File: config.mk
export PLATFORM = sky130hd
export DESIGN_NAME = midpoint_line_rasterizer_unit_flat
export DESIGN_NICKNAME = d
export VERILOG_FILES = /design/src/rtl/lrast_pkg.sv /design/src/rtl/lrast_if.sv /design/src/rtl/lrast_front.sv /design/src/rtl/lrast_queue.sv /design/src/rtl/lrast_back.sv /design/src/rtl/midpoint_line_rasterizer_unit.sv /design/src/flat_wrapper.sv
export SDC_FILE = /design/constraint.sdc
export NUM_CORES = 1
export LEC_CHECK = 0
export BUFFER_PORTS_ARGS = -buffer_cell sky130_fd_sc_hd__buf_2
export CORE_MARGIN = 3
export CORE_UTILIZATION = 45
export DETAILED_ROUTE_END_ITERATION = 12
export GPL_TIMING_DRIVEN = 0
export SLEW_MARGIN = 5
export SYNTH_ARGS = -nofsm -noshare
export SYNTH_HDL_FRONTEND = slang
export SYNTH_SLANG_ARGS = --single-unit
export TNS_END_PERCENT = 10
File: constraint.sdc
create_clock -name i_clk -period 13.8 [get_ports i_clk]
set_input_delay 0.69 -clock i_clk [delete_from_list [all_inputs] [get_ports i_clk]]
set_output_delay 0.69 -clock i_clk [all_outputs]
set_load 0.05 [all_outputs]
File: src/rtl/lrast_pkg.sv
// Shared constants, codes and types for the midpoint line rasterizer.
// No dependencies; compiled first.
package lrast_pkg;

    localparam int COORD_BITS_DEF  = 16;
    localparam int QUEUE_DEPTH_DEF = 2;
    localparam int IO_COORD_W      = 16;
    localparam int COLOR_W         = 32;

    localparam logic OP_LOAD = 1'b0;
    localparam logic OP_STEP = 1'b1;

    typedef struct packed {
        logic full;
        logic empty;
    } t_q_status;

    // Width of one queued command: four flags, five coordinates, the color.
    function automatic int cmd_w(input int coord_bits);
        return 5 * coord_bits + 4 + COLOR_W;
    endfunction

endpackage

File: src/rtl/lrast_if.sv
// Valid/ready channel interfaces: line commands in, pixels out.
// Depends on lrast_pkg.
interface lrast_cmd_if;
    import lrast_pkg::*;
    logic                          valid;
    logic                          ready;
    logic                          op;
    logic signed [IO_COORD_W-1:0]  start_x;
    logic signed [IO_COORD_W-1:0]  start_y;
    logic signed [IO_COORD_W-1:0]  end_x;
    logic signed [IO_COORD_W-1:0]  end_y;
    logic        [COLOR_W-1:0]     line_color;

    modport source (output valid, op, start_x, start_y, end_x, end_y, line_color,
                    input ready);
    modport sink   (input valid, op, start_x, start_y, end_x, end_y, line_color,
                    output ready);
endinterface

interface lrast_pix_if;
    import lrast_pkg::*;
    logic                          valid;
    logic                          ready;
    logic signed [IO_COORD_W-1:0]  pixel_x;
    logic signed [IO_COORD_W-1:0]  pixel_y;
    logic        [COLOR_W-1:0]     pixel_color;
    logic                          last;

    modport source (output valid, pixel_x, pixel_y, pixel_color, last, input ready);
    modport sink   (input valid, pixel_x, pixel_y, pixel_color, last, output ready);
endinterface

File: src/rtl/lrast_front.sv
// Front end: takes command transfers, picks the major axis and deltas for loads.
// Depends on lrast_pkg and lrast_cmd_if; feeds lrast_queue.
module lrast_front #(
    parameter int COORD_BITS = lrast_pkg::COORD_BITS_DEF,
    localparam int CMD_W     = lrast_pkg::cmd_w(COORD_BITS)
) (
    lrast_cmd_if.sink            i_cmd,
    input  lrast_pkg::t_q_status i_q_status,
    output logic                 o_push,
    output logic [CMD_W-1:0]     o_cmd
);
    import lrast_pkg::*;

    localparam int DW = COORD_BITS + 1;

    typedef struct packed {
        logic                          is_load;
        logic                          swapped;
        logic                          major_neg;
        logic                          minor_neg;
        logic signed [COORD_BITS-1:0]  a0;
        logic signed [COORD_BITS-1:0]  b0;
        logic signed [COORD_BITS-1:0]  a1;
        logic        [COORD_BITS-1:0]  dmaj;
        logic        [COORD_BITS-1:0]  dmin;
        logic        [COLOR_W-1:0]     color;
    } t_cmd;

    logic signed [COORD_BITS-1:0] x0, y0, x1, y1;
    logic signed [DW-1:0]         dx, dy;
    logic        [COORD_BITS-1:0] adx, ady;
    logic                         swap;
    logic                         x_neg, y_neg;
    t_cmd                         w_cmd;

    assign x0 = COORD_BITS'(i_cmd.start_x);
    assign y0 = COORD_BITS'(i_cmd.start_y);
    assign x1 = COORD_BITS'(i_cmd.end_x);
    assign y1 = COORD_BITS'(i_cmd.end_y);

    assign dx = DW'(x1) - DW'(x0);
    assign dy = DW'(y1) - DW'(y0);

    assign adx = dx[DW-1] ? COORD_BITS'(-dx) : COORD_BITS'(dx);
    assign ady = dy[DW-1] ? COORD_BITS'(-dy) : COORD_BITS'(dy);

    // step is negative unless end is strictly greater than start
    assign x_neg = dx[DW-1] || (dx == '0);
    assign y_neg = dy[DW-1] || (dy == '0);
    assign swap  = ady > adx;

    always_comb begin
        w_cmd.is_load   = (i_cmd.op == OP_LOAD);
        w_cmd.swapped   = swap;
        w_cmd.major_neg = swap ? y_neg : x_neg;
        w_cmd.minor_neg = swap ? x_neg : y_neg;
        w_cmd.a0        = swap ? y0 : x0;
        w_cmd.b0        = swap ? x0 : y0;
        w_cmd.a1        = swap ? y1 : x1;
        w_cmd.dmaj      = swap ? ady : adx;
        w_cmd.dmin      = swap ? adx : ady;
        w_cmd.color     = i_cmd.line_color;
    end

    assign i_cmd.ready = !i_q_status.full;
    assign o_push      = i_cmd.valid && !i_q_status.full;
    assign o_cmd       = w_cmd;

endmodule

File: src/rtl/lrast_queue.sv
// Short command queue between the front end and the stepper.
// Depends on lrast_pkg.
module lrast_queue #(
    parameter int W     = lrast_pkg::cmd_w(lrast_pkg::COORD_BITS_DEF),
    parameter int DEPTH = lrast_pkg::QUEUE_DEPTH_DEF
) (
    input  logic                 i_clk,
    input  logic                 i_rst_n,
    input  logic                 i_push,
    input  logic [W-1:0]         i_data,
    input  logic                 i_pop,
    output logic [W-1:0]         o_data,
    output lrast_pkg::t_q_status o_status
);
    import lrast_pkg::*;

    localparam int PW = (DEPTH > 1) ? $clog2(DEPTH) : 1;
    localparam int NW = $clog2(DEPTH + 1);

    logic [W-1:0]  r_mem [DEPTH];
    logic [PW-1:0] r_wptr, n_wptr;
    logic [PW-1:0] r_rptr, n_rptr;
    logic [NW-1:0] r_count, n_count;
    logic          do_push, do_pop;

    assign do_push = i_push && (r_count != NW'(DEPTH));
    assign do_pop  = i_pop && (r_count != '0);

    always_comb begin
        n_wptr  = r_wptr;
        n_rptr  = r_rptr;
        n_count = r_count;
        if (do_push) begin
            n_wptr = (r_wptr == PW'(DEPTH - 1)) ? '0 : r_wptr + 1'b1;
        end
        if (do_pop) begin
            n_rptr = (r_rptr == PW'(DEPTH - 1)) ? '0 : r_rptr + 1'b1;
        end
        if (do_push && !do_pop) begin
            n_count = r_count + 1'b1;
        end else if (do_pop && !do_push) begin
            n_count = r_count - 1'b1;
        end
    end

    always_ff @(posedge i_clk) begin
        if (!i_rst_n) begin
            r_wptr  <= '0;
            r_rptr  <= '0;
            r_count <= '0;
        end else begin
            r_wptr  <= n_wptr;
            r_rptr  <= n_rptr;
            r_count <= n_count;
        end
    end

    always_ff @(posedge i_clk) begin
        if (do_push) begin
            r_mem[r_wptr] <= i_data;
        end
    end

    assign o_data         = r_mem[r_rptr];
    assign o_status.full  = (r_count == NW'(DEPTH));
    assign o_status.empty = (r_count == '0);

endmodule

File: src/rtl/lrast_back.sv
// Stepper: keeps line state, a pixel per load or active step, drives the pixel register.
// Depends on lrast_pkg and lrast_pix_if; fed by lrast_queue.
module lrast_back #(
    parameter int COORD_BITS = lrast_pkg::COORD_BITS_DEF,
    localparam int CMD_W     = lrast_pkg::cmd_w(COORD_BITS)
) (
    input  logic                 i_clk,
    input  logic                 i_rst_n,
    input  logic [CMD_W-1:0]     i_cmd,
    input  lrast_pkg::t_q_status i_q_status,
    output logic                 o_pop,
    lrast_pix_if.source          o_pix
);
    import lrast_pkg::*;

    localparam int EW = COORD_BITS + 3;

    typedef struct packed {
        logic                          is_load;
        logic                          swapped;
        logic                          major_neg;
        logic                          minor_neg;
        logic signed [COORD_BITS-1:0]  a0;
        logic signed [COORD_BITS-1:0]  b0;
        logic signed [COORD_BITS-1:0]  a1;
        logic        [COORD_BITS-1:0]  dmaj;
        logic        [COORD_BITS-1:0]  dmin;
        logic        [COLOR_W-1:0]     color;
    } t_cmd;

    t_cmd                         cmd;
    logic                         pop, emit, last;
    logic signed [EW-1:0]         inc_s_ld, dmaj2, dmaj1;

    logic                         r_active, n_active;
    logic signed [COORD_BITS-1:0] r_major, n_major;
    logic signed [COORD_BITS-1:0] r_minor, n_minor;
    logic signed [COORD_BITS-1:0] r_end, n_end;
    logic signed [EW-1:0]         r_err, n_err;
    logic signed [EW-1:0]         r_inc_s, n_inc_s;
    logic signed [EW-1:0]         r_inc_d, n_inc_d;
    logic                         r_maj_neg, n_maj_neg;
    logic                         r_min_neg, n_min_neg;
    logic                         r_swap, n_swap;
    logic        [COLOR_W-1:0]    r_color, n_color;

    logic                         r_ovalid, n_ovalid;
    logic signed [IO_COORD_W-1:0] r_px, r_py;
    logic        [COLOR_W-1:0]    r_pcolor;
    logic                         r_plast;

    assign cmd = t_cmd'(i_cmd);
    assign pop = !i_q_status.empty && (!r_ovalid || o_pix.ready);

    assign inc_s_ld = $signed(EW'({cmd.dmin, 1'b0}));
    assign dmaj2    = $signed(EW'({cmd.dmaj, 1'b0}));
    assign dmaj1    = $signed(EW'(cmd.dmaj));

    always_comb begin
        n_active  = r_active;
        n_major   = r_major;
        n_minor   = r_minor;
        n_end     = r_end;
        n_err     = r_err;
        n_inc_s   = r_inc_s;
        n_inc_d   = r_inc_d;
        n_maj_neg = r_maj_neg;
        n_min_neg = r_min_neg;
        n_swap    = r_swap;
        n_color   = r_color;
        emit      = 1'b0;
        if (pop) begin
            if (cmd.is_load) begin
                n_major   = cmd.a0;
                n_minor   = cmd.b0;
                n_end     = cmd.a1;
                n_inc_s   = inc_s_ld;
                n_inc_d   = inc_s_ld - dmaj2;
                n_err     = inc_s_ld - dmaj1;
                n_maj_neg = cmd.major_neg;
                n_min_neg = cmd.minor_neg;
                n_swap    = cmd.swapped;
                n_color   = cmd.color;
                emit      = 1'b1;
            end else if (r_active) begin
                // adding all ones steps back by one
                n_major = r_major + $signed({{(COORD_BITS-1){r_maj_neg}}, 1'b1});
                if (!r_err[EW-1] && (r_err != '0)) begin
                    n_minor = r_minor + $signed({{(COORD_BITS-1){r_min_neg}}, 1'b1});
                    n_err   = r_err + r_inc_d;
                end else begin
                    n_err   = r_err + r_inc_s;
                end
                emit = 1'b1;
            end
        end
        last = (n_major == n_end);
        if (emit) begin
            n_active = !last;
        end
        if (pop) begin
            n_ovalid = emit;
        end else begin
            n_ovalid = r_ovalid && !o_pix.ready;
        end
    end

    always_ff @(posedge i_clk) begin
        if (!i_rst_n) begin
            r_active <= 1'b0;
            r_ovalid <= 1'b0;
        end else begin
            r_active <= n_active;
            r_ovalid <= n_ovalid;
        end
    end

    always_ff @(posedge i_clk) begin
        r_major   <= n_major;
        r_minor   <= n_minor;
        r_end     <= n_end;
        r_err     <= n_err;
        r_inc_s   <= n_inc_s;
        r_inc_d   <= n_inc_d;
        r_maj_neg <= n_maj_neg;
        r_min_neg <= n_min_neg;
        r_swap    <= n_swap;
        r_color   <= n_color;
        if (emit) begin
            r_px     <= n_swap ? IO_COORD_W'(n_minor) : IO_COORD_W'(n_major);
            r_py     <= n_swap ? IO_COORD_W'(n_major) : IO_COORD_W'(n_minor);
            r_pcolor <= n_color;
            r_plast  <= last;
        end
    end

    assign o_pop             = pop;
    assign o_pix.valid       = r_ovalid;
    assign o_pix.pixel_x     = r_px;
    assign o_pix.pixel_y     = r_py;
    assign o_pix.pixel_color = r_pcolor;
    assign o_pix.last        = r_plast;

endmodule

File: src/rtl/midpoint_line_rasterizer_unit.sv
// Top level of the midpoint line rasterizer: front end, command queue, stepper.
// Depends on lrast_pkg, lrast_if, lrast_front, lrast_queue, lrast_back.
//
//   port     dir  kind           contents
//   i_cmd    in   valid/ready    op, start_x, start_y, end_x, end_y, line_color
//   o_pix    out  valid/ready    pixel_x, pixel_y, pixel_color, last
//
// One command per clock sustained while o_pix is not stalled; a pixel's command passes
// through the front setup into the queue, then the stepper into the pixel register.
// The queue holds QUEUE_DEPTH commands; i_cmd.ready drops only when it is full.
// A stalled o_pix holds the stepper; the front keeps filling the queue meanwhile.
// Synchronous active-low reset empties the queue and clears the line and pixel valid.
module midpoint_line_rasterizer_unit #(
    parameter int COORD_BITS  = lrast_pkg::COORD_BITS_DEF,
    parameter int QUEUE_DEPTH = lrast_pkg::QUEUE_DEPTH_DEF
) (
    input  logic        i_clk,
    input  logic        i_rst_n,
    lrast_cmd_if.sink   i_cmd,
    lrast_pix_if.source o_pix
);
    import lrast_pkg::*;

    localparam int CMD_W = cmd_w(COORD_BITS);

    logic             push, pop;
    logic [CMD_W-1:0] push_cmd, pop_cmd;
    t_q_status        q_status;

    lrast_front #(.COORD_BITS(COORD_BITS)) u_front (
        .i_cmd      (i_cmd),
        .i_q_status (q_status),
        .o_push     (push),
        .o_cmd      (push_cmd)
    );

    lrast_queue #(.W(CMD_W), .DEPTH(QUEUE_DEPTH)) u_queue (
        .i_clk    (i_clk),
        .i_rst_n  (i_rst_n),
        .i_push   (push),
        .i_data   (push_cmd),
        .i_pop    (pop),
        .o_data   (pop_cmd),
        .o_status (q_status)
    );

    lrast_back #(.COORD_BITS(COORD_BITS)) u_back (
        .i_clk      (i_clk),
        .i_rst_n    (i_rst_n),
        .i_cmd      (pop_cmd),
        .i_q_status (q_status),
        .o_pop      (pop),
        .o_pix      (o_pix)
    );

`ifndef SYNTHESIS
    a_q_status: assert property (@(posedge i_clk) disable iff (!i_rst_n)
        !(q_status.full && q_status.empty))
        else $error("queue reports full and empty together");

    a_no_spurious_pixel: assert property (@(posedge i_clk) disable iff (!i_rst_n)
        (q_status.empty && !o_pix.valid && !(i_cmd.valid && i_cmd.ready))
        |=> !o_pix.valid)
        else $error("pixel appeared with no queued command");

    a_transfer_queued: assert property (@(posedge i_clk) disable iff (!i_rst_n)
        (i_cmd.valid && i_cmd.ready && q_status.empty) |=> !q_status.empty)
        else $error("command transfer lost before the queue");

    a_ready_when_empty: assert property (@(posedge i_clk) disable iff (!i_rst_n)
        q_status.empty |-> i_cmd.ready)
        else $error("front stalled with an empty queue");
`endif

endmodule

File: src/flat_wrapper.sv
// flat-port wrapper written by rule: the top's interface ports become plain ports
module midpoint_line_rasterizer_unit_flat import lrast_pkg::*;
#(
    parameter int COORD_BITS  = lrast_pkg::COORD_BITS_DEF,
    parameter int QUEUE_DEPTH = lrast_pkg::QUEUE_DEPTH_DEF
)
  (i_clk, i_rst_n, i_cmd_valid, i_cmd_op, i_cmd_start_x, i_cmd_start_y, i_cmd_end_x, i_cmd_end_y, i_cmd_line_color, i_cmd_ready, o_pix_valid, o_pix_pixel_x, o_pix_pixel_y, o_pix_pixel_color, o_pix_last, o_pix_ready);
  lrast_cmd_if i_cmd_i ();
  lrast_pix_if o_pix_i ();
  input  logic i_clk;
  input  logic i_rst_n;
  input wire logic [$bits(i_cmd_i.valid)-1:0] i_cmd_valid;
  input wire logic [$bits(i_cmd_i.op)-1:0] i_cmd_op;
  input wire logic [$bits(i_cmd_i.start_x)-1:0] i_cmd_start_x;
  input wire logic [$bits(i_cmd_i.start_y)-1:0] i_cmd_start_y;
  input wire logic [$bits(i_cmd_i.end_x)-1:0] i_cmd_end_x;
  input wire logic [$bits(i_cmd_i.end_y)-1:0] i_cmd_end_y;
  input wire logic [$bits(i_cmd_i.line_color)-1:0] i_cmd_line_color;
  output wire logic [$bits(i_cmd_i.ready)-1:0] i_cmd_ready;
  output wire logic [$bits(o_pix_i.valid)-1:0] o_pix_valid;
  output wire logic [$bits(o_pix_i.pixel_x)-1:0] o_pix_pixel_x;
  output wire logic [$bits(o_pix_i.pixel_y)-1:0] o_pix_pixel_y;
  output wire logic [$bits(o_pix_i.pixel_color)-1:0] o_pix_pixel_color;
  output wire logic [$bits(o_pix_i.last)-1:0] o_pix_last;
  input wire logic [$bits(o_pix_i.ready)-1:0] o_pix_ready;
  assign i_cmd_i.valid = i_cmd_valid;
  assign i_cmd_i.op = i_cmd_op;
  assign i_cmd_i.start_x = i_cmd_start_x;
  assign i_cmd_i.start_y = i_cmd_start_y;
  assign i_cmd_i.end_x = i_cmd_end_x;
  assign i_cmd_i.end_y = i_cmd_end_y;
  assign i_cmd_i.line_color = i_cmd_line_color;
  assign i_cmd_ready = i_cmd_i.ready;
  assign o_pix_valid = o_pix_i.valid;
  assign o_pix_pixel_x = o_pix_i.pixel_x;
  assign o_pix_pixel_y = o_pix_i.pixel_y;
  assign o_pix_pixel_color = o_pix_i.pixel_color;
  assign o_pix_last = o_pix_i.last;
  assign o_pix_i.ready = o_pix_ready;
  midpoint_line_rasterizer_unit #(.COORD_BITS(COORD_BITS), .QUEUE_DEPTH(QUEUE_DEPTH)) u_core (.i_clk(i_clk), .i_rst_n(i_rst_n), .i_cmd(i_cmd_i), .o_pix(o_pix_i));
endmodule
# After elaboration in Yosys (flattened, before gate mapping)
# Memory sizes are Yosys's and may differ from the RTL's. A register that Yosys moved wholly into a read port is not among the register bits.
# Cells that the tools add are included.
dict set report op_classes {
  n_addsub 14
  magnitude_cmp 1
  eq_ne 3
  n_mux 39
  bitwise 1
  n_reduce_logical 28
}
# op count
set op_table {}
lappend op_table {{$mux W16} 18}
lappend op_table {{$mux W32} 2}
lappend op_table {{$mux W19} 3}
lappend op_table {{$logic_not A17 Y1} 2}
lappend op_table {{$sub A16 B16 Y17} 2}
lappend op_table {{$add A16 B2 Y16} 2}
lappend op_table {{$neg A16 Y16} 2}
lappend op_table {{$add A19 B18 Y19} 1}
lappend op_table {{$add A19 B19 Y19} 1}
lappend op_table {{$reduce_bool A19 Y1} 1}
lappend op_table {{$sub A17 B16 Y18} 1}
lappend op_table {{$sub A17 B17 Y18} 1}
lappend op_table {{$eq A16 B16 Y1} 1}
lappend op_table {{$gt A16 B16 Y1} 1}
lappend op_table {{$mux W1} 14}
lappend op_table {{$logic_and A1 B1 Y1} 8}
lappend op_table {{$logic_not A1 Y1} 8}
lappend op_table {{$reduce_bool A2 Y1} 3}
lappend op_table {{$mux W2} 2}
lappend op_table {{$reduce_and A2 Y1} 2}
lappend op_table {{$logic_or A1 B1 Y1} 3}
lappend op_table {{$add A1 B1 Y1 const B} 2}
lappend op_table {{$add A2 B1 Y2 const B} 1}
lappend op_table {{$eq A2 B2 Y1 const B} 1}
lappend op_table {{4 further kinds} 4}
dict set report word_totals {
  regBits 208
  ram_bits 232
  input_bits 101
  output_inout_bits 67
  memories 1
}
# memory depth word_bits read_ports rd_ports_with_merged_regs write_ports line_no
set memory_table {}
lappend memory_table {u_core.u_queue.r_mem 2 116 1 1 1 lrast_queue.sv:20} ;# logic [W-1:0] r_mem [DEPTH];

# Logic depth before layout (Yosys ltp)
# Gate-level depths: netlist (run 1).
dict set report logic_depth {
  depth_word 8
  depth_mapped 29
}

# Hierarchy
# A second synthesis (run 1) with hierarchy kept.
dict set report unflattened {
  cells_unflattened 2100
  hier_area_um2 23990.5
}
# module n_inst cells_per_inst area_each_um2
set by_module_without_submodules {}
lappend by_module_without_submodules {lrast_back 1 1163 11427.2}
lappend by_module_without_submodules {lrast_queue 1 386 8759.7}
lappend by_module_without_submodules {lrast_front 1 551 3803.6}

# Worst setup path after synthesis (run 1)
# OpenSTA, ideal clock, no wires.
dict set report synth_timing {
  path_type {register to register}
  from {reg u_core.u_queue.r_count[0]}
  to {mem u_core.u_queue.r_mem[0][0] in the netlist's numbering (enable)}
  setup_time_ns 0.594
  arrival_time_ns 5.884
  slack_ns 7.322
  path_stages_with_launch 4
  path_cell_list {dfxtp_1 nand2b_1 nand2_1 nor2_1}
}
dict set report synth_between {
  elab_chain_len 6
  word_cells_on_any_way 7
}
# element line_no
set synth_lines {}
lappend synth_lines {{start, declared} lrast_queue.sv:23} ;# logic [NW-1:0] r_count, n_count;
lappend synth_lines {{start signal, assigned} lrast_queue.sv:54} ;# r_count <= n_count;
lappend synth_lines {{$eq A2 B2 Y1} lrast_queue.sv:65} ;# assign o_status.full = (r_count == NW'(DEPTH));
lappend synth_lines {{$logic_not A1 Y1} n/a}
lappend synth_lines {{named net i_cmd_ready} flat_wrapper.sv:19} ;# output wire logic [$bits(i_cmd_i.ready)-1:0] i_cmd_ready;
lappend synth_lines {{$logic_and A1 B1 Y1} lrast_front.sv:66} ;# assign o_push = i_cmd.valid && !i_q_status.full;
lappend synth_lines {{$logic_and A1 B1 Y1} lrast_queue.sv:26} ;# assign do_push = i_push && (r_count != NW'(DEPTH));
lappend synth_lines {{$mux W1} lrast_queue.sv:59} ;# if (do_push) begin
lappend synth_lines {{$mux W1 (implied by the code)} lrast_queue.sv:60} ;# r_mem[r_wptr] <= i_data;
lappend synth_lines {{end, declared} lrast_queue.sv:20}
# The timed path passes the listed nets, and every way through them passes these cells.

# Worst setup path in the final report (run 1)
dict set report layout_timing {
  from {in i_cmd_end_x[0]}
  to {mem u_core.u_queue.r_mem[0][89] in the netlist's numbering, data pin}
}
dict set report layout_between {
  elab_chain_len 5
}
# element line_no
set layout_lines {}
lappend layout_lines {{start, declared} flat_wrapper.sv:16} ;# input wire logic [$bits(i_cmd_i.end_x)-1:0] i_cmd_end_x;
lappend layout_lines {{$sub A16 B16 Y17 (*)} lrast_front.sv:41} ;# assign dx = DW'(x1) - DW'(x0);
lappend layout_lines {{$neg A16 Y16} lrast_front.sv:44} ;# assign adx = dx[DW-1] ? COORD_BITS'(-dx) : COORD_BITS'(dx);
lappend layout_lines {{$mux W16 (*)} lrast_front.sv:44}
lappend layout_lines {{$gt A16 B16 Y1 (*)} lrast_front.sv:50} ;# assign swap = ady > adx;
lappend layout_lines {{$mux W16 (*)} lrast_front.sv:58} ;# w_cmd.b0 = swap ? x0 : y0;
lappend layout_lines {{named net u_core.push_cmd[89]} midpoint_line_rasterizer_unit.sv:27} ;# logic [CMD_W-1:0] push_cmd, pop_cmd;
# The timed path passes the listed nets; every way through them passes the cells marked *.

==> run_summary.xml, run 1 <==
<?xml version="1.0" encoding="UTF-8"?>
<metrics>
  <group name="drt">
    <metric name="drt_iter0_markers" unit="">1273</metric>
    <metric name="via_total_after_detailed_routing" unit="">16520</metric>
    <metric name="detail_route.drc_violations" unit="">0</metric>
    <metric name="ant_nets" unit="">0</metric>
    <metric name="vias_per_cell" unit="">5.593</metric>
    <metric name="first_pass_iters" unit="">6</metric>
    <metric name="drt-wirelength-per-cell" unit="um">20.59</metric>
    <metric name="drt-total-wl" unit="um">60810</metric>
  </group>
  <group name="synthesis">
    <metric name="synthesis.area_per_instance" unit="um2">11.51</metric>
    <metric name="yosys_register_bits" unit="">439</metric>
    <metric name="synth_top_cell_area_share" unit="">0.4537</metric>
    <metric name="synthMuxAreaShare" unit="">0.1012</metric>
    <metric name="synthDistinctLibCells" unit="">87</metric>
    <metric name="ys_top_cells_by_count" unit="">edfxtp_1, mux2i_1, nand2_1, o21ai_0, inv_1</metric>
    <metric name="synth_compound_gate_area_share" unit="">0.1264</metric>
    <metric name="synthesized_nets" unit="">2253</metric>
    <metric name="yosys-top-cells-area" unit="">edfxtp_1, dfxtp_1, mux2i_1</metric>
    <metric name="fraction_of_the_mapped_netlist_area_in_adder_cells" unit="">0.07443</metric>
    <metric name="synth_simple_gate_area_share" unit="">0.09392</metric>
    <metric name="synth_edf_count" unit="">351</metric>
    <metric name="ys.warnings.count" unit="">0</metric>
    <metric name="asyncSetResetFlopFracSynth" unit="">0</metric>
    <metric name="yosysMostFrequentCell" unit="">edfxtp_1</metric>
    <metric name="synth_top_family_by_area" unit="">compound AO/OA/AOI/OAI gates</metric>
    <metric name="synth_seq_area_share" unit="">0.5295</metric>
    <metric name="ys_dominant_reg_cell" unit="">edfxtp_1</metric>
    <metric name="netlist_area" unit="mm2">0.02323</metric>
    <metric name="synth_xor_area_frac" unit="">0.04260</metric>
    <metric name="postSynthCellCount" unit="">2018</metric>
    <metric name="netlist.top_cell.by_area" unit="">edfxtp_1</metric>
  </group>
  <group name="sta">
    <metric name="final_number_of_setup_violating_endpoints" unit="">0</metric>
    <metric name="timing.max_slew.rel_slack" unit="">0.2809</metric>
    <metric name="timing.final.max_slew_violations" unit="">0</metric>
    <metric name="final_skew" unit="ns">0.03132</metric>
    <metric name="timing.final.crit_share" unit="">0.5259</metric>
    <metric name="finalHoldViolations" unit="">0</metric>
    <metric name="rsz0062_at_grt" unit="">no</metric>
    <metric name="finalCriticalPeriod" unit="ns">7.258</metric>
    <metric name="setup-tns-final" unit="ns">0</metric>
    <metric name="worst_pin_slew" unit="ns">1.067</metric>
    <metric name="maxClockFrequency" unit="MHz">137.8</metric>
  </group>
  <group name="critical_path">
    <metric name="reg2regPathDepth" unit="">20</metric>
    <metric name="endpoint_kind" unit="">flip-flop</metric>
    <metric name="cpPeakStageDelay" unit="ns">0.70</metric>
    <metric name="critPathArrivalTime" unit="ns">7.55</metric>
    <metric name="cpMaxStageDelayCell" unit="">mux2i_1</metric>
    <metric name="cpMostUsedCell" unit="">o21a_1</metric>
    <metric name="worst-endpoint-required" unit="ns">14.09</metric>
    <metric name="setup.worst_path.class" unit="">in -&gt; reg</metric>
    <metric name="worst_r2r_endpoint" unit="">u_core.u_back.r_inc_d[17]$_DFFE_PP_</metric>
    <metric name="rrSetupSlack" unit="ns">7.34</metric>
    <metric name="worst_setup_path_start_kind" unit="">input port</metric>
    <metric name="timing.critical_path.fanout_max" unit="">10</metric>
  </group>
  <group name="die">
    <metric name="initial_utilization" unit="">0.4593</metric>
    <metric name="dieArea" unit="mm2">0.05439</metric>
    <metric name="die_height" unit="um">233.2</metric>
    <metric name="row_count" unit="">82</metric>
    <metric name="fp.dieW" unit="um">233.2</metric>
    <metric name="num_ports" unit="">168</metric>
    <metric name="floorplan_core_area" unit="mm2">0.05058</metric>
  </group>
  <group name="clock_network">
    <metric name="clkLatencyLatePin" unit="ns">0.59</metric>
    <metric name="post_cts_resize_count" unit="">0</metric>
    <metric name="clockBufferDepth" unit="">3</metric>
    <metric name="cts_tree" unit="">built</metric>
    <metric name="ctsHtreeMaxLevel" unit="">2</metric>
    <metric name="postCtsSetupBuffers" unit="">0</metric>
    <metric name="ctsHoldBuffers" unit="">0</metric>
    <metric name="clock-sinks" unit="">439</metric>
    <metric name="cts_buffers" unit="">48</metric>
    <metric name="clk_pin_slew" unit="ns">0.06</metric>
    <metric name="root_buf_cell" unit="">clkbuf_16</metric>
  </group>
  <group name="global_routing">
    <metric name="grt_first_pass_wirelength" unit="um">92100</metric>
    <metric name="largest_net_degree_at_the_start_of_global_routing" unit="">51</metric>
    <metric name="track_usage" unit="">0.2196</metric>
    <metric name="residual_overflow_from_global_routing" unit="">0</metric>
    <metric name="grt_antenna_before_repair" unit="">0</metric>
    <metric name="first_global_vias" unit="">16090</metric>
  </group>
  <group name="run_status">
    <metric name="outcome" unit="">finished, final reports clean</metric>
  </group>
  <group name="final_layout">
    <metric name="drive_gt1_frac" unit="">0.1516</metric>
    <metric name="finish.net_count" unit="">2478</metric>
    <metric name="antenna-diode-count" unit="">0</metric>
    <metric name="syn_to_final_growth" unit="%">15.03</metric>
    <metric name="end_of_flow_core_utilization" unit="">0.5284</metric>
  </group>
  <group name="hold_path">
    <metric name="hold_path_startpoint" unit="">i_cmd_line_color[29]</metric>
    <metric name="depth_of_the_worst_hold_timing_path" unit="">1</metric>
    <metric name="worst_hold_path_type" unit="">in -&gt; reg</metric>
    <metric name="whs_endpoint" unit="">u_core.u_queue.r_mem[1][29]$_DFFE_PP_</metric>
  </group>
  <group name="placement">
    <metric name="port_buffers" unit="">167</metric>
    <metric name="replace_congestion" unit="">0.9525</metric>
    <metric name="dp_hpwl" unit="um">46380</metric>
  </group>
  <group name="power_and_ir_drop">
    <metric name="power.density" unit="mW/mm2">283.4</metric>
    <metric name="finalPower" unit="mW">7.575</metric>
    <metric name="max-vdd-ir-drop" unit="mV">0.1456</metric>
    <metric name="power.static_leakage" unit="nW">10.69</metric>
  </group>
  <group name="run">
    <metric name="max_cap_viol" unit="">0</metric>
  </group>
</metrics>
==> state kept, by name, summed over array words and instances, names as in the netlist, 2 cells and up, named ones only <==
signal and cells:
u_core.u_queue.r_count 2, u_core.u_back.r_color 32, u_core.u_back.r_end 16, u_core.u_back.r_major 16, u_core.u_back.o_pix.pixel_color 32, u_core.u_back.r_err 19, u_core.u_back.o_pix.pixel_y 16, u_core.u_back.o_pix.pixel_x 16
u_core.u_back.r_inc_d 17, u_core.u_back.r_inc_s 16, u_core.u_back.r_minor 16, u_core.u_queue.r_mem 232
==> worst max path at each step <==
stage | endpoint | startpoint | slack, ns | cells after the start
global route | u_core.u_queue.r_mem[0][86]$_DFFE_PP_ | i_cmd_end_x[0] | 6.22 | 29
finish | u_core.u_queue.r_mem[0][89]$_DFFE_PP_ | i_cmd_end_x[0] | 6.54 | 29
floorplan | u_core.u_queue.r_mem[0][0]$_DFFE_PP_ | u_core.u_queue.r_count[0]$_SDFFE_PN0P_ | 7.32 | 3
detailed placement | u_core.u_queue.r_mem[0][86]$_DFFE_PP_ | i_cmd_end_x[0] | 6.08 | 29
CTS | u_core.u_queue.r_mem[0][86]$_DFFE_PP_ | i_cmd_end_x[0] | 6.69 | 29
global placement | u_core.u_queue.r_mem[0][62]$_DFFE_PP_ | i_cmd_valid | 4.07 | 3
==> layer usage <==
layer / vias up / track usage / wire length (um)
met1: 7946 / 0.3132 / 28320
met2: 527 / 0.3530 / 27510
li1: 7962 / - / -
met3: 87 / 0.02976 / 3753
met4: 0 / 0.05908 / 1220
met5: - / 0 / 0
==> cell usage in the layout (no fill, tap or decap), types with 33 or more instances in the layout <==
cell type	synthesis	routed
xor2_1	41	41
nor2_1	124	123
mux2_2	64	64
nand2_1	149	149
xnor2_1	72	72
a21oi_1	96	96
ha_1	127	127
dfxtp_1	88	88
buf_2	11	177
mux2i_1	163	163
inv_1	130	129
clkbuf_16	0	49
clkbuf_1	35	48
o21ai_0	135	135
a21o_1	33	33
edfxtp_1	351	351
==> final cells by class <==
type / instances / area (um2)
Fill cell: 4450 / 23860
Clock inverter: 20 / 231.5
Multi-Input combinational cell: 1385 / 10200
Tap cell: 672 / 840.8
Clock buffer: 69 / 1371
Buffer: 63 / 252.7
Timing Repair Buffer: 175 / 1033
Sequential cell: 439 / 12300
Inverter: 131 / 491.7
==> logic make-up after synthesis <==
| logic type | count (synthesis) |
|---|---|
| AND/OR/NAND/NOR | 459 |
| AO/OA/AOI/OAI | 452 |
| multiplexers | 227 |
| flip-flops | 439 |
| buffers and inverters | 194 |
| XOR/XNOR | 113 |
| adder cells (fa/ha/maj) | 134 |
==> worst max-delay path: cells and delay by family <==
family | cells | cell delay, ns
adder cells (fa/ha/maj) | 3 | 0.91
AO/OA/AOI/OAI | 13 | 2.52
AND/OR/NAND/NOR | 5 | 0.86
multiplexers | 2 | 1.07
buffers and inverters | 6 | 1.50
==> through the flow <==
stage / setup WS [ns] / cell area (um2) / hold slack, ns / std cells
2_1_floorplan: 7.322 / 23230 / 0.4266 / 2018
5_1_grt: 6.216 / 26730 / 0.2531 / 2954
4_1_cts: 6.690 / 26730 / 0.2442 / 2954
3_5_place_dp: 6.077 / 25120 / 0.4525 / 2865
3_3_place_gp: 4.066 / 24910 / 0.4368 / 2857
6_report: 6.542 / 26730 / 0.2854 / 2954
==> where the power goes <==
| part | switching, mW | total, mW | internal [mW] |
|---|---|---|---|
| clock network | 0.515 | 1.28 | 0.767 |
| registers | 0.181 | 2.33 | 2.15 |
| logic | 2.51 | 3.96 | 1.45 |
| total | 3.21 | 7.58 | 4.37 |
Note: power is estimated with default switching activity, not from simulation.
==> run 2: changes to the inputs <==
--- a/config.mk
+++ b/config.mk
@@ -5,6 +5,7 @@
 export SDC_FILE = /design/constraint.sdc
 export NUM_CORES = 1
 export LEC_CHECK = 0
+export ABC_AREA = 1
 export BUFFER_PORTS_ARGS = -buffer_cell sky130_fd_sc_hd__buf_2
 export CORE_MARGIN = 3
 export CORE_UTILIZATION = 45
==> constraint.sdc (replaced) <==
create_clock -name i_clk -period 5.9 [get_ports i_clk]
set_input_delay 0.295 -clock i_clk [delete_from_list [all_inputs] [get_ports i_clk]]
set_output_delay 0.295 -clock i_clk [all_outputs]
set_load 0.05 [all_outputs]
==> run_summary.xml, run 2 <==
<?xml version="1.0" encoding="UTF-8"?>
<metrics>
  <group name="clock_network">
    <metric name="root_buf_cell" unit="">clkbuf_16</metric>
    <metric name="cts_buffers" unit="">47</metric>
    <metric name="clockBufferDepth" unit="">3</metric>
    <metric name="cts_tree" unit="">built</metric>
    <metric name="clock-sinks" unit="">439</metric>
    <metric name="clk_pin_slew" unit="ns">0.06</metric>
    <metric name="clkLatencyLatePin" unit="ns">0.59</metric>
    <metric name="postCtsSetupBuffers" unit="">0</metric>
    <metric name="ctsHtreeMaxLevel" unit="">2</metric>
  </group>
  <group name="critical_path">
    <metric name="crit_path_start" unit="">i_cmd_end_x[0]</metric>
    <metric name="worstSetupPathDepth" unit="">24</metric>
    <metric name="timing.critical_path.buf_inv" unit="">6</metric>
    <metric name="critical_path.cell_chain" unit="">buf_2, inv_1, ha_1, inv_1, fa_1, nand3_1, nand3_1, nand3_1, nand3_2, xnor2_1, nand2_1, o21ai_2, xor2_1, inv_1, ha_1, a21oi_1, nor2_1, a2111oi_1, nand2_1, nand2_1, clkbuf_1, buf_2, nand2_1, o21ai_0</metric>
    <metric name="timing.critical_path.max_delay_family" unit="">simple AND/OR/NAND/NOR gates</metric>
    <metric name="setup.worst_path.class" unit="">in -&gt; reg</metric>
    <metric name="worst-endpoint-required" unit="ns">6.17</metric>
    <metric name="worst_setup_path_start_kind" unit="">input port</metric>
    <metric name="reg2regPathDepth" unit="">18</metric>
    <metric name="cpMaxStageDelayCell" unit="">xnor2_1</metric>
    <metric name="timing.critical_path.fanout_max" unit="">10</metric>
    <metric name="cpMostUsedCell" unit="">nand2_1</metric>
    <metric name="cpPeakStageDelay" unit="ns">0.62</metric>
    <metric name="endpoint_kind" unit="">flip-flop</metric>
    <metric name="critPathArrivalTime" unit="ns">5.58</metric>
  </group>
  <group name="sta">
    <metric name="timing.final.crit_share" unit="">0.8992</metric>
    <metric name="timing.final.max_slew_violations" unit="">0</metric>
    <metric name="post-route-worst-setup-slack" unit="ns">0.5949</metric>
    <metric name="worst_pin_slew" unit="ns">0.8950</metric>
    <metric name="finalHoldViolations" unit="">0</metric>
    <metric name="timing.max_slew.rel_slack" unit="">0.4033</metric>
    <metric name="maxClockFrequency" unit="MHz">188.5</metric>
    <metric name="final_number_of_setup_violating_endpoints" unit="">0</metric>
    <metric name="final_layout_worst_hold_slack" unit="ns">0.03895</metric>
    <metric name="rsz0062_at_grt" unit="">no</metric>
    <metric name="finalCriticalPeriod" unit="ns">5.305</metric>
    <metric name="final_skew" unit="ns">0.01748</metric>
  </group>
  <group name="hold_path">
    <metric name="worst_hold_path_type" unit="">in -&gt; reg</metric>
    <metric name="hold_path_startpoint" unit="">o_pix_ready</metric>
    <metric name="depth_of_the_worst_hold_timing_path" unit="">4</metric>
  </group>
  <group name="final_layout">
    <metric name="syn_to_final_growth" unit="%">16.26</metric>
    <metric name="finish.net_count" unit="">3270</metric>
    <metric name="top_register" unit="">u_core.u_queue.r_mem</metric>
    <metric name="antenna-diode-count" unit="">0</metric>
    <metric name="final_common_cell" unit="">nand2_1</metric>
    <metric name="final_cell_mix" unit="">nand2_1, edfxtp_1, inv_1</metric>
    <metric name="drive_gt1_frac" unit="">0.1178</metric>
    <metric name="max_reg_flops" unit="">232</metric>
  </group>
  <group name="die">
    <metric name="initial_utilization" unit="">0.4574</metric>
    <metric name="dieArea" unit="mm2">0.05655</metric>
    <metric name="row_count" unit="">84</metric>
    <metric name="num_ports" unit="">168</metric>
    <metric name="fp.dieW" unit="um">237.8</metric>
    <metric name="floorplan_core_area" unit="mm2">0.05287</metric>
    <metric name="die_height" unit="um">237.8</metric>
  </group>
  <group name="global_routing">
    <metric name="track_usage" unit="">0.2451</metric>
    <metric name="largest_net_degree_at_the_start_of_global_routing" unit="">51</metric>
    <metric name="grt_first_pass_wirelength" unit="um">108000</metric>
    <metric name="groute.layer.met2.usage" unit="">0.3983</metric>
    <metric name="grtUsageMet3" unit="">0.03388</metric>
    <metric name="met1_usage" unit="">0.3471</metric>
    <metric name="first_global_vias" unit="">19200</metric>
    <metric name="layer_with_the_highest_usage_after_global_routing" unit="">met2</metric>
    <metric name="residual_overflow_from_global_routing" unit="">0</metric>
    <metric name="grt_antenna_before_repair" unit="">0</metric>
  </group>
  <group name="drt">
    <metric name="via_total_after_detailed_routing" unit="">19760</metric>
    <metric name="drt-wirelength-per-cell" unit="um">18.53</metric>
    <metric name="drt-total-wl" unit="um">69710</metric>
    <metric name="drt_iter0_markers" unit="">1575</metric>
    <metric name="first_pass_iters" unit="">5</metric>
    <metric name="detail_route.drc_violations" unit="">0</metric>
    <metric name="vias_per_cell" unit="">5.253</metric>
    <metric name="ant_nets" unit="">0</metric>
  </group>
  <group name="synthesis">
    <metric name="synth_top_cell_area_share" unit="">0.4359</metric>
    <metric name="synthesis.area_per_instance" unit="um2">8.719</metric>
    <metric name="netlist_area" unit="mm2">0.02418</metric>
    <metric name="asyncSetResetFlopFracSynth" unit="">0</metric>
    <metric name="yosysMostFrequentCell" unit="">nand2_1</metric>
    <metric name="synth_seq_area_share" unit="">0.5088</metric>
    <metric name="yosys-top-cells-area" unit="">edfxtp_1, nand2_1, dfxtp_1</metric>
    <metric name="synth_edf_count" unit="">351</metric>
    <metric name="netlist.top_cell.by_area" unit="">edfxtp_1</metric>
    <metric name="ys_top_cells_by_count" unit="">nand2_1, edfxtp_1, inv_1, nor2_1, o21ai_0</metric>
    <metric name="ys_dominant_reg_cell" unit="">edfxtp_1</metric>
    <metric name="synthDistinctLibCells" unit="">58</metric>
    <metric name="yosys_register_bits" unit="">439</metric>
    <metric name="synthesized_nets" unit="">3008</metric>
    <metric name="postSynthCellCount" unit="">2773</metric>
    <metric name="ys.warnings.count" unit="">0</metric>
  </group>
  <group name="placement">
    <metric name="port_buffers" unit="">167</metric>
    <metric name="dp_hpwl" unit="um">54390</metric>
    <metric name="replace_congestion" unit="">0.9867</metric>
    <metric name="pre_cts_slack" unit="ns">-0.04441</metric>
  </group>
  <group name="run_status">
    <metric name="outcome" unit="">finished, final reports clean</metric>
  </group>
  <group name="run">
    <metric name="max_cap_viol" unit="">0</metric>
  </group>
</metrics>
## run 2: per-stage QoR
step | cells | TNS [ns] | instance area [um2] | util
after CTS | 3761 | 0 | 28110 | 0.5317
after floorplan | 2773 | -60.67 | 24180 | -
after global placement | 3628 | -362.91 | 25880 | 0.4895
after global routing | 3761 | 0 | 28110 | 0.5317
final | 3761 | 0 | 28110 | 0.5317
after detailed placement | 3640 | -0.2959 | 26200 | 0.4956
## run 2: cell type report
type                            count  area [um2]
Inverter                          287        1080
Sequential cell                   439       12300
Buffer                             78       370.4
Multi-Input combinational cell   1969       10450
Clock inverter                     37       380.4
Timing Repair Buffer              213        1476
Fill cell                        4842       24760
Clock buffer                       50        1187
Tap cell                          688       860.8
## run 2: final timing paths
path | endpoint | slack (ns)
setup / recovery | u_core.u_queue.r_mem[1][100]$_DFFE_PP_ | 0.59
hold / removal | u_core.u_back.o_pix.valid$_SDFF_PN0_ | 0.04
setup reg to reg | u_core.u_back.r_inc_d[14]$_DFFE_PP_ | 1.08
hold reg to reg | u_core.u_queue.r_rptr$_SDFFE_PN0P_ | 0.46
## run 2: kinds of logic after synthesis
family                   Yosys count  share of synthesized area
multiplexers                      22                   0.009159
AND/OR/NAND/NOR                 1290                     0.2174
XOR/XNOR                          72                    0.02903
buffers and inverters            365                    0.05987
flip-flops                       439                     0.5088
adder cells (fa/ha/maj)          134                    0.07152
AO/OA/AOI/OAI                    451                     0.1042
## run 2: what timing repair did
action	in CTS	in global routing
hold endpoints to repair	68	0
endpoints found under the setup margin	0	14
hold buffers	34	0
gates resized for setup	0	1
## run 2: worst reg2reg max path: cells and delay by family, from the launching register on
kind	cells	cell delay, ns
AO/OA/AOI/OAI	4	1.25
XOR/XNOR	1	0.14
adder cells (fa/ha/maj)	1	0.30
buffers and inverters	6	2.03
flip-flops	1	0.30
AND/OR/NAND/NOR	6	0.56
## run 2: layer usage
metal / vias up / wire length (um) / part of all wire
met5: - / 0 / 0
met3: 87 / 4188 / 0.060
met4: 0 / 1627 / 0.023
met1: 9208 / 32410 / 0.46
li1: 9863 / - / -
met2: 600 / 31490 / 0.45
Power of run 2 is not shown: default switching activity piles up to over one toggle a cycle in this logic, so the estimate is an artifact.
==> run 3: changes to the inputs <==
--- a/config.mk
+++ b/config.mk
@@ -7,8 +7,9 @@
 export LEC_CHECK = 0
 export ABC_AREA = 1
 export BUFFER_PORTS_ARGS = -buffer_cell sky130_fd_sc_hd__buf_2
-export CORE_MARGIN = 3
+export CORE_MARGIN = 5
 export CORE_UTILIZATION = 45
+export CTS_BUF_LIST = sky130_fd_sc_hd__clkbuf_8
 export DETAILED_ROUTE_END_ITERATION = 12
 export GPL_TIMING_DRIVEN = 0
 export SLEW_MARGIN = 5
==> constraint.sdc (replaced) <==
create_clock -name i_clk -period 6.9 [get_ports i_clk]
set_input_delay 0.345 -clock i_clk [delete_from_list [all_inputs] [get_ports i_clk]]
set_output_delay 0.345 -clock i_clk [all_outputs]
set_load 0.05 [all_outputs]
==> run_summary.xml, run 3 (same netlist as run 2, synthesis figures left out) <==
<?xml version="1.0" encoding="UTF-8"?>
<metrics>
  <group name="placement">
    <metric name="port_buffers" unit="">167</metric>
    <metric name="replace_congestion" unit="">0.9517</metric>
    <metric name="dp_hpwl" unit="um">54160</metric>
  </group>
  <group name="final_layout">
    <metric name="drive_gt1_frac" unit="">0.1230</metric>
    <metric name="syn_to_final_growth" unit="%">15.42</metric>
    <metric name="fill_cells" unit="">5041</metric>
    <metric name="top_register" unit="">u_core.u_queue.r_mem</metric>
    <metric name="end_of_flow_core_utilization" unit="">0.5217</metric>
    <metric name="finish.net_count" unit="">3294</metric>
    <metric name="max_reg_flops" unit="">232</metric>
    <metric name="final_cell_mix" unit="">nand2_1, edfxtp_1, inv_1</metric>
    <metric name="final_common_cell" unit="">nand2_1</metric>
  </group>
  <group name="critical_path">
    <metric name="cpMaxStageDelayCell" unit="">a2111oi_0</metric>
    <metric name="cpPeakStageDelay" unit="ns">0.59</metric>
    <metric name="worst_setup_path_start_kind" unit="">input port</metric>
    <metric name="timing.critical_path.fanout_max" unit="">10</metric>
    <metric name="timing.critical_path.buf_inv" unit="">6</metric>
    <metric name="reg2regPathDepth" unit="">18</metric>
    <metric name="worst_r2r_endpoint" unit="">u_core.u_back.r_inc_d[14]$_DFFE_PP_</metric>
    <metric name="critPathArrivalTime" unit="ns">5.86</metric>
    <metric name="endpoint_kind" unit="">flip-flop</metric>
    <metric name="worst-endpoint-required" unit="ns">7.24</metric>
    <metric name="timing.critical_path.max_delay_family" unit="">compound AO/OA/AOI/OAI gates</metric>
    <metric name="rrSetupSlack" unit="ns">2.14</metric>
    <metric name="cpMostUsedCell" unit="">nand2_1</metric>
    <metric name="critical_path.cell_chain" unit="">buf_2, inv_1, ha_1, inv_1, fa_1, nand3_1, nand3_1, nand3_1, nand3_2, xnor2_1, nand2_1, o21ai_2, xor2_1, inv_1, ha_1, a21oi_1, nor2_1, a2111oi_0, nand2_1, nand2_1, clkbuf_1, buf_2, nand2_1, o21ai_0</metric>
    <metric name="setup.worst_path.class" unit="">in -&gt; reg</metric>
  </group>
  <group name="clock_network">
    <metric name="postCtsSetupBuffers" unit="">0</metric>
    <metric name="post_cts_resize_count" unit="">0</metric>
    <metric name="clockBufferDepth" unit="">3</metric>
    <metric name="cts_tree" unit="">built</metric>
    <metric name="cts_buffers" unit="">72</metric>
    <metric name="clkLatencyLatePin" unit="ns">0.65</metric>
    <metric name="clk_pin_slew" unit="ns">0.06</metric>
    <metric name="ctsHtreeMaxLevel" unit="">3</metric>
    <metric name="clock-sinks" unit="">439</metric>
    <metric name="root_buf_cell" unit="">clkbuf_8</metric>
  </group>
  <group name="sta">
    <metric name="timing.max_slew.rel_slack" unit="">0.4638</metric>
    <metric name="finalHoldViolations" unit="">0</metric>
    <metric name="rsz0062_at_grt" unit="">no</metric>
    <metric name="worst_pin_slew" unit="ns">0.8043</metric>
    <metric name="maxClockFrequency" unit="MHz">181.1</metric>
    <metric name="final_skew" unit="ns">0.03514</metric>
    <metric name="final_number_of_setup_violating_endpoints" unit="">0</metric>
    <metric name="finalCriticalPeriod" unit="ns">5.522</metric>
    <metric name="timing.final.crit_share" unit="">0.8003</metric>
    <metric name="timing.final.max_slew_violations" unit="">0</metric>
  </group>
  <group name="die">
    <metric name="floorplan_core_area" unit="mm2">0.05350</metric>
    <metric name="die_height" unit="um">241.8</metric>
    <metric name="num_ports" unit="">168</metric>
    <metric name="fp.dieW" unit="um">241.8</metric>
    <metric name="row_count" unit="">85</metric>
    <metric name="initial_utilization" unit="">0.4520</metric>
    <metric name="dieArea" unit="mm2">0.05846</metric>
  </group>
  <group name="drt">
    <metric name="drt-total-wl" unit="um">69140</metric>
    <metric name="drt-wirelength-per-cell" unit="um">18.15</metric>
    <metric name="ant_nets" unit="">0</metric>
    <metric name="drt_iter0_markers" unit="">1181</metric>
    <metric name="detail_route.drc_violations" unit="">0</metric>
    <metric name="via_total_after_detailed_routing" unit="">19900</metric>
    <metric name="first_pass_iters" unit="">7</metric>
    <metric name="vias_per_cell" unit="">5.224</metric>
  </group>
  <group name="run_status">
    <metric name="outcome" unit="">finished, final reports clean</metric>
  </group>
  <group name="hold_path">
    <metric name="worst_hold_path_type" unit="">in -&gt; reg</metric>
    <metric name="whs_endpoint" unit="">u_core.u_queue.r_mem[0][94]$_DFFE_PP_</metric>
    <metric name="hold_path_startpoint" unit="">i_cmd_start_y[14]</metric>
    <metric name="depth_of_the_worst_hold_timing_path" unit="">3</metric>
  </group>
  <group name="global_routing">
    <metric name="residual_overflow_from_global_routing" unit="">0</metric>
    <metric name="track_usage" unit="">0.2298</metric>
    <metric name="grt_antenna_before_repair" unit="">1</metric>
    <metric name="grt_first_pass_wirelength" unit="um">106800</metric>
    <metric name="largest_net_degree_at_the_start_of_global_routing" unit="">51</metric>
    <metric name="first_global_vias" unit="">19100</metric>
  </group>
  <group name="run">
    <metric name="max_cap_viol" unit="">0</metric>
  </group>
</metrics>
==> run 3: worst reg2reg max path, stage by stage (launching register included) <==
cell	delay [ns]
dfxtp_1	0.30
buf_4	0.16
inv_2	0.08
buf_2	0.23
buf_2	0.29
buf_1	0.57
clkbuf_1	0.60
nand2_1	0.11
nand2_1	0.18
ha_1	0.30
nand2_1	0.09
nor2_1	0.04
a211oi_1	0.38
o221ai_1	0.31
a21boi_0	0.36
o21ai_0	0.22
nand2_1	0.10
nand2_1	0.06
xor2_1	0.14
==> run 3: per-stage QoR <==
stage / TNS (ns) / worst slack, ns / instance area [um2] / std cells / hold WS [ns]
final: 0 / 1.378 / 27910 / 3810 / 0.07152
after global routing: 0 / 1.105 / 27910 / 3810 / 0.05347
after CTS: 0 / 1.453 / 27900 / 3809 / 0.02403
after detailed placement: 0 / 0.7987 / 26130 / 3646 / 0.4493
after global placement: -506.27 / -2.215 / 25880 / 3636 / 0.4362
after floorplan: 0 / 0.4764 / 24180 / 2773 / 0.4255
==> run 3: how the worst max path moves through the flow <==
stage	from	endpoint	slack, ns	cells after the start
4_1_cts	i_cmd_end_x[0]	u_core.u_queue.r_mem[0][65]$_DFFE_PP_	1.45	24
5_1_grt	i_cmd_end_x[0]	u_core.u_queue.r_mem[0][103]$_DFFE_PP_	1.11	24
3_5_place_dp	i_cmd_end_x[0]	u_core.u_queue.r_mem[1][65]$_DFFE_PP_	0.80	24
6_report	i_cmd_end_x[0]	u_core.u_queue.r_mem[1][103]$_DFFE_PP_	1.38	24
2_1_floorplan	u_core.u_queue.r_count[0]$_SDFFE_PN0P_	u_core.u_queue.r_mem[1][0]$_DFFE_PP_	0.48	4
3_3_place_gp	u_core.u_queue.r_count[0]$_SDFFE_PN0P_	u_core.u_queue.r_mem[1][94]$_DFFE_PP_	-2.21	4
==> run 3: what timing repair did <==
| action | in CTS | in global routing |
|---|---|---|
| hold endpoints to repair | 71 | 0 |
| hold buffers | 35 | 0 |
| endpoints found under the setup margin | 0 | 0 |
==> run 3: area by class of cell <==
cell class	count	area [um2]	share of cell area
flip-flops and latches	439	12300	0.4408
multi-input cells	1969	10450	0.3745
clock buffers	79	1087	0.03896
clock inverters	49	341.6	0.01224
inverters	287	1080	0.03869
plain buffers	78	370.4	0.01327
diodes	1	2.502	0.00008967
well taps	696	870.8	0.03121
repair buffers	212	1401	0.05022
==> run 3: layer usage <==
| layer | wire [um] | track usage | up-vias |
|---|---|---|---|
| li1 | - | - | 9911 |
| met2 | 31650 | 0.3708 | 572 |
| met4 | 1597 | 0.06479 | 0 |
| met5 | 0 | 0 | - |
| met1 | 32240 | 0.3246 | 9337 |
| met3 | 3650 | 0.03622 | 84 |
Power of run 3 is left out for the same reason.
